===== config.mk =====
export PLATFORM = sky130hd
export DESIGN_NAME = qbt_ctrl
export DESIGN_NICKNAME = d
export VERILOG_FILES = /design/src/rtl/qbt_pkg.sv /design/src/rtl/qbt_ctrl.sv
export SDC_FILE = /design/constraint.sdc
export NUM_CORES = 1
export LEC_CHECK = 0
export ABC_AREA = 1
export BUFFER_PORTS_ARGS = -buffer_cell sky130_fd_sc_hd__buf_2
export CORE_ASPECT_RATIO = 1.4
export CORE_UTILIZATION = 35
export DETAILED_ROUTE_END_ITERATION = 8
export PLACE_DENSITY = 0.54
export SLEW_MARGIN = 20
export SYNTH_ARGS = -nofsm -noshare
export SYNTH_HDL_FRONTEND = slang
export SYNTH_SLANG_ARGS = --single-unit

===== constraint.sdc =====
create_clock -name clk -period 2.15 [get_ports clk]
set_input_delay 0.43 -clock clk [delete_from_list [all_inputs] [get_ports clk]]
set_output_delay 0.43 -clock clk [all_outputs]
set_load 0.02 [all_outputs]

===== src/rtl/qbt_pkg.sv =====
// qbt_pkg: shared types, widths and codes for the quadtree tile walker
// no dependencies; compiled first
`timescale 1ns / 1ps

package qbt_pkg;

	localparam int QUEUE_DEPTH_DEF = 1024;
	localparam int MAX_LEVEL_DEF   = 15;

	localparam int CFG_W       = 11;
	localparam int OPC_W       = 1;
	localparam int VRD_W       = 2;
	localparam int STS_W       = 2;
	localparam int LVL_OUT_W   = 4;
	localparam int CRD_OUT_W   = 15;
	localparam int LIMIT_RESET = 1024;

	localparam logic [OPC_W-1:0] OP_START   = 1'b0;
	localparam logic [OPC_W-1:0] OP_VERDICT = 1'b1;

	localparam logic [VRD_W-1:0] VRD_PRUNE = 2'd0;
	localparam logic [VRD_W-1:0] VRD_STOP  = 2'd3;

	typedef enum logic [STS_W-1:0] {
		STS_NODE     = 2'd0,
		STS_DONE     = 2'd1,
		STS_OVERFLOW = 2'd2,
		STS_DEPTH    = 2'd3
	} status_t;

	// controller to datapath
	typedef struct packed {
		logic    walk_start;
		logic    set_idle;
		logic    hr_direct;
		logic    rem_start;
		logic    push;
		logic [1:0] child;
		logic    pop_read;
		logic    pop_load;
		logic    emit;
		status_t emit_status;
	} qbt_cmd_t;

	// datapath to controller
	typedef struct packed {
		logic lim_zero;
		logic head_ge_lim;
		logic full;
		logic count_zero;
		logic level_max;
		logic rem_done;
		logic active;
		logic out_free;
	} qbt_sts_t;

endpackage


===== src/rtl/qbt_ctrl.sv =====
// qbt_ctrl: walk sequencer, one request word at a time
// depends on qbt_pkg; drives qbt_datapath through qbt_cmd_t
`timescale 1ns / 1ps

module qbt_ctrl (
	input  logic                      clk,
	input  logic                      arst_n,
	input  logic                      req_fire,
	input  logic [qbt_pkg::OPC_W-1:0] opcode,
	input  logic [qbt_pkg::VRD_W-1:0] verdict,
	input  qbt_pkg::qbt_sts_t         sts,
	output qbt_pkg::qbt_cmd_t         cmd,
	output logic                      idle
);
	import qbt_pkg::*;

	typedef enum logic [6:0] {
		S_IDLE   = 7'b0000001,
		S_PREP   = 7'b0000010,
		S_REDUCE = 7'b0000100,
		S_PUSH   = 7'b0001000,
		S_POPCHK = 7'b0010000,
		S_LOAD   = 7'b0100000,
		S_EMIT   = 7'b1000000
	} state_t;

	state_t     state_q, state_d;
	status_t    emit_q, emit_d;
	logic       descend_q, descend_d;
	logic [1:0] child_q, child_d;

	always_comb begin
		state_d         = state_q;
		emit_d          = emit_q;
		descend_d       = descend_q;
		child_d         = child_q;
		cmd             = '0;
		cmd.child       = child_q;
		cmd.emit_status = emit_q;
		unique case (state_q)
			S_IDLE: begin
				if (req_fire) begin
					child_d = '0;
					if (opcode == OP_START) begin
						cmd.walk_start = 1'b1;
						emit_d         = sts.lim_zero ? STS_OVERFLOW : STS_NODE;
						state_d        = S_EMIT;
					end else if (!sts.active) begin
						emit_d  = STS_DONE;
						state_d = S_EMIT;
					end else if (verdict == VRD_STOP) begin
						cmd.set_idle = 1'b1;
						emit_d       = STS_DONE;
						state_d      = S_EMIT;
					end else if (verdict != VRD_PRUNE && sts.level_max) begin
						cmd.set_idle = 1'b1;
						emit_d       = STS_DEPTH;
						state_d      = S_EMIT;
					end else begin
						descend_d = verdict != VRD_PRUNE;
						state_d   = S_PREP;
					end
				end
			end
			S_PREP: begin
				if (sts.head_ge_lim && !sts.lim_zero) begin
					cmd.rem_start = 1'b1;
					state_d       = S_REDUCE;
				end else begin
					cmd.hr_direct = 1'b1;
					state_d       = descend_q ? S_PUSH : S_POPCHK;
				end
			end
			S_REDUCE: begin
				if (sts.rem_done) begin
					state_d = descend_q ? S_PUSH : S_POPCHK;
				end
			end
			S_PUSH: begin
				if (sts.full) begin
					cmd.set_idle = 1'b1;
					emit_d       = STS_OVERFLOW;
					state_d      = S_EMIT;
				end else begin
					cmd.push = 1'b1;
					child_d  = child_q + 2'd1;
					if (child_q == 2'd3) begin
						state_d = S_POPCHK;
					end
				end
			end
			S_POPCHK: begin
				if (sts.count_zero) begin
					cmd.set_idle = 1'b1;
					emit_d       = STS_DONE;
					state_d      = S_EMIT;
				end else begin
					cmd.pop_read = 1'b1;
					state_d      = S_LOAD;
				end
			end
			S_LOAD: begin
				cmd.pop_load = 1'b1;
				emit_d       = STS_NODE;
				state_d      = S_EMIT;
			end
			S_EMIT: begin
				if (sts.out_free) begin
					cmd.emit = 1'b1;
					state_d  = S_IDLE;
				end
			end
			default: begin
				state_d = S_IDLE;
			end
		endcase
	end

	always_ff @(posedge clk or negedge arst_n) begin
		if (!arst_n) begin
			state_q   <= S_IDLE;
			emit_q    <= STS_NODE;
			descend_q <= 1'b0;
			child_q   <= '0;
		end else begin
			state_q   <= state_d;
			emit_q    <= emit_d;
			descend_q <= descend_d;
			child_q   <= child_d;
		end
	end

	assign idle = state_q == S_IDLE;

endmodule


After elaboration in Yosys (flattened, before gate mapping):

Index checks and enable logic that the tools add are counted.
W data, S select, Z words.

* register bits after elaboration: 12
* logic and storage cells: 79
* output and inout port bits: 13
* input bits: 14

* $add $sub $neg: 1
* bitwise logic cells: 2
* muxes and demuxes: 45
* reductions and logical operators: 10
* equality and inequality tests: 17

Operators with widths (count)
* $mux W7: 10
* $pmux W7 S7: 1
* $mux W2: 12
* $mux W1: 17
* $ne A2 B2 Y1 const B: 6
* $mux W5: 2
* $pmux W2 S4: 1
* $eq A7 B1 Y1 const B: 1
* $eq A7 B2 Y1 const B: 1
* $eq A7 B3 Y1 const B: 1
* $eq A7 B4 Y1 const B: 1
* $eq A7 B5 Y1 const B: 1
* $eq A7 B6 Y1 const B: 1
* $eq A7 B7 Y1 const B: 1
* $reduce_and A6 Y1: 1
* $ne A5 B3 Y1 const B: 1
* $reduce_and A5 Y1: 1
* $eq A2 B2 Y1 const B: 2
* $pmux W2 S2: 1
* $reduce_and A4 Y1: 1
* $reduce_bool A2 Y1: 2
* $reduce_bool A4 Y1: 1
* $ne A3 B3 Y1 const B: 1
* $pmux W1 S3: 1
* other kinds (5): 7

Depth between registers and ports, before layout:

* depth in word-level cells: 8
* depth in mapped cells: 10
* depth with buffers taken out: 10

Least setup slack after synthesis:

No wires, ideal clock.

* path kind: reg2out
* from: register state_q[0]
* to: output cmd[10] (netlist name)
* data arrival time: 1.395 ns
* slack: 0.325 ns
* required time: 1.720 ns
* cell stages (with the launch flop): 7
* buffers on the path: 0
* cell sequence: dfstp_2 > inv_1 > nor2_1 > nand2_2 > nor2_8 > nand2_2 > o221ai_1

RTL lines
* from (decl): RTL line qbt_ctrl.sv:27 `state_t state_q, state_d;`
* from (signal assigned): RTL line qbt_ctrl.sv:126 `state_q <= state_d;`
* to (decl): RTL line qbt_ctrl.sv:12 `output qbt_pkg::qbt_cmd_t cmd,`

==> summary.txt <==
Final layout
  – Fillers: 249
  – Final #Nets: roughly 180
  – Post-layout util: 47.0%
  – Layout area overhead: 27.2%
  – Share of layout cells above drive strength 1: about a third
  – Ant diodes: 0
  – Final cell count without fillers: 197

Route
  – Final wirelength: roughly 1900 µm
  – DR pass1 iterations: 4
  – DR vias: 885
  – DRT antenna net count: 0
  – Vias per Instance: 4.49
  – WL per Instance: 9.72 µm
  – Drt drc: 0
  – Initial DRC count: 22

Floorplanning
  – Die Wd: 44.5 µm
  – Num rows: 21
  – Die height: around 61 µm
  – Die ar.: 2730 µm²
  – Ports: 27
  – Area of the core: between 2000 and 2500 µm²
  – Initial core utilization: 36.9%

Pwr
  – Peak VDD IR: 0.000404 V
  – Leakage Power: 0.000690 µW
  – Pwr Density: roughly 950 nW/µm²
  – PnR Total Power: 1070 µW

Worst setup path
  – Crit-path slowest cell: dfstp_2
  – WP data arrival: around 1.6 ns
  – Crit-path max FO: 5
  – Critical Path Sink Type: output port
  – Startpoint types: flop
  – Worst endpoint required time: 1.72 ns
  – Slowest stage delay, CP: 0.54 ns
  – CP Class: flop to output port
  – Critical-path cell list: inv_1 -> nor2_1 -> nand2_2 -> nor2_8 -> nand2_2 -> o221ai_2 -> buf_4
  – Top cell by count, worst path: nand2_2

Placed design
  – Pre-CTS setup slack: around 0.38 ns
  – RD Place Congestion: 0.808
  – Placed Cells incl. Taps: 190
  – HPWL after detailed placement: 1610 µm
  – Port bufs: 26

Global routing
  – Global route overflow: 0
  – First-pass GRT wire length: 3310 µm
  – GRT Resource Usage Total: around 16%
  – Pin count of the biggest net entering global routing: 13
  – Vias in the first global route: 788
  – Initial antenna violation count: 0

Run status
  – Status: finished, final reports clean

Synthesis
  – Synthesis Warnings: 0
  – Area contributors post-synth: dfrtp_1, nand2_1, inv_1
  – Seq/Total Area, Yosys: approximately a third
  – Syn Area/Cell: 6.79 µm²
  – Synthesized area: 883 µm²
  – Library cells used by synthesis: 21
  – Synth area leader: dfrtp_1
  – Syn_nets: 145
  – Yosys reg bits: 12
  – Number of cells produced by synthesis: 130
  – Top cell type's share of synthesized area: 31.2%

STA
  – Max Slew Vio Count: 0
  – Slew headroom: 80.9%
  – Final Worst Setup Slack: 0.126 ns
  – Fmax: roughly 490 MHz
  – Final setup viols: 0
  – Final hold vios: 0
  – Final Skew: 0.00445 ns
  – Post-route clock period utilization: a little over nine tenths
  – Tmin final: roughly 2.0 ns
  – Final setup TNS: 0 ns
  – RSZ-0062 raised after global routing: false
  – Slew @ Worst Pin: 0.287 ns

Clock network
  – CTS clock-pin slew for the worst setup and hold paths: 0.08 ns
  – Cts bufs inserted: 3
  – Number of clock sinks: 12
  – TritonCTS clock tree: done
  – CTS H-tree lvls: 1
  – Deepest clock path buffer count: 2
  – Clk_lat worst skew: between 0.2 and 0.3 ns
  – Clk root buf: clkbuf_4
  – # hold bufs at CTS: 0

Run
  – Max-Cap Viols: 0

Min path
  – HP Class: input port to async pin
-- metal layers --
layer  track usage, %  vias up  part of all wire (%)
li1                 -      461                     -
met2             31.1       25                    53
met3             1.76        4                   4.5
met4             5.19        0                   1.3
met1             18.9      395                    41
met5                0        -                     0
-- cells in the mapped netlist --
master	count
nand2_1	37
inv_1	22
nor2_1	18
dfrtp_1	11
nand2_2	6
nor2_2	6
o21ai_0	6
nand3_1	5
nor2_4	4
and3_1	2
nor3_1	2
o21bai_1	2
a21oi_1	1
dfstp_2	1
ha_1	1
nand2_4	1
nand3_2	1
nand3b_1	1
nor2_8	1
o21ai_1	1
o221ai_1	1
-- kinds of logic after synthesis --
group | synth area share (%)
AND/OR/NAND/NOR | 47.9
buffers and inverters | 9.35
flip-flops | 34.1
AO/OA/AOI/OAI | 7.22
adder cells (fa/ha/maj) | 1.42
-- what timing repair did --
item	CTS	global route
setup buffers	0	3
endpoints found under the setup margin	0	1
gates resized for setup	0	2
-- worst max-delay path, delay by kind of cell, from the launching register on --
kind	cells	cell delay [ns]
buffers and inverters	2	0.21
AOI/OAI and AO/OA	1	0.13
DFF	1	0.54
and+or+nand+nor	4	0.45
-- report_power, final --
group	internal [µW]	switching (µW)	leakage, µW
clock network	103	76.5	0.0000210
logic	217	353	0.000512
registers	283	40.6	0.000157
-- through the flow --
step	hold WS [ns]	cell area (µm²)
5_1_grt	0.0414	1120
4_1_cts	0.0338	1090
2_1_floorplan	0.134	883
6_report	0.0247	1120
3_3_place_gp	0.329	1060
3_5_place_dp	0.330	1060
-- state kept, by name, summed over array words and instances, names as in the netlist --
signal and cells:
child_q 2, descend_q 1, emit_q 2, state_q 7
-- worst paths after layout --
path	startpoint	end	slack [ns]	cells past startpoint
min in group clk	sts[2]	state_q[2]$_DFFE_PN0P_	0.43	3
worst min-delay path	arst_n	descend_q$_DFFE_PN0P_	0.02	1
worst min register to register	child_q[1]$_DFFE_PN0P_	child_q[1]$_DFFE_PN0P_	0.51	2
worst max register to register	state_q[0]$_DFFE_PN1P_	state_q[4]$_DFFE_PN0P_	0.52	11
max in group asynchronous	arst_n	state_q[0]$_DFFE_PN1P_	1.85	1
worst max-delay path	state_q[0]$_DFFE_PN1P_	cmd[10]	0.13	7
-- layout by cell type (no fill, tap or decap) --
cell type	n
nor2_2	6
nor3_1	2
a21oi_1	1
o21bai_1	2
nand2_2	6
nor2_1	18
buf_2	25
inv_1	22
buf_4	4
nand3b_1	1
ha_1	1
dfrtp_1	11
nor2_8	1
and3_1	2
nand3_1	5
o21ai_1	1
nand2_1	37
nand3_2	1
clkbuf_8	1
dfstp_2	1
nand2_4	1
clkbuf_4	3
nor2_4	4
o21ai_0	6
o221ai_2	1
-- cell type report --
| type | count | area (µm²) | area share [%] |
|---|---|---|---|
| sequential | 12 | 302 | 26.8 |
| inverter | 22 | 82.6 | 7.35 |
| multi-input combinational | 96 | 505 | 45.0 |
| clock buffer | 4 | 36.3 | 3.23 |
| timing repair buffer | 29 | 155 | 13.8 |
| tap | 34 | 42.5 | 3.79 |
(Power assumes the default switching activity.)
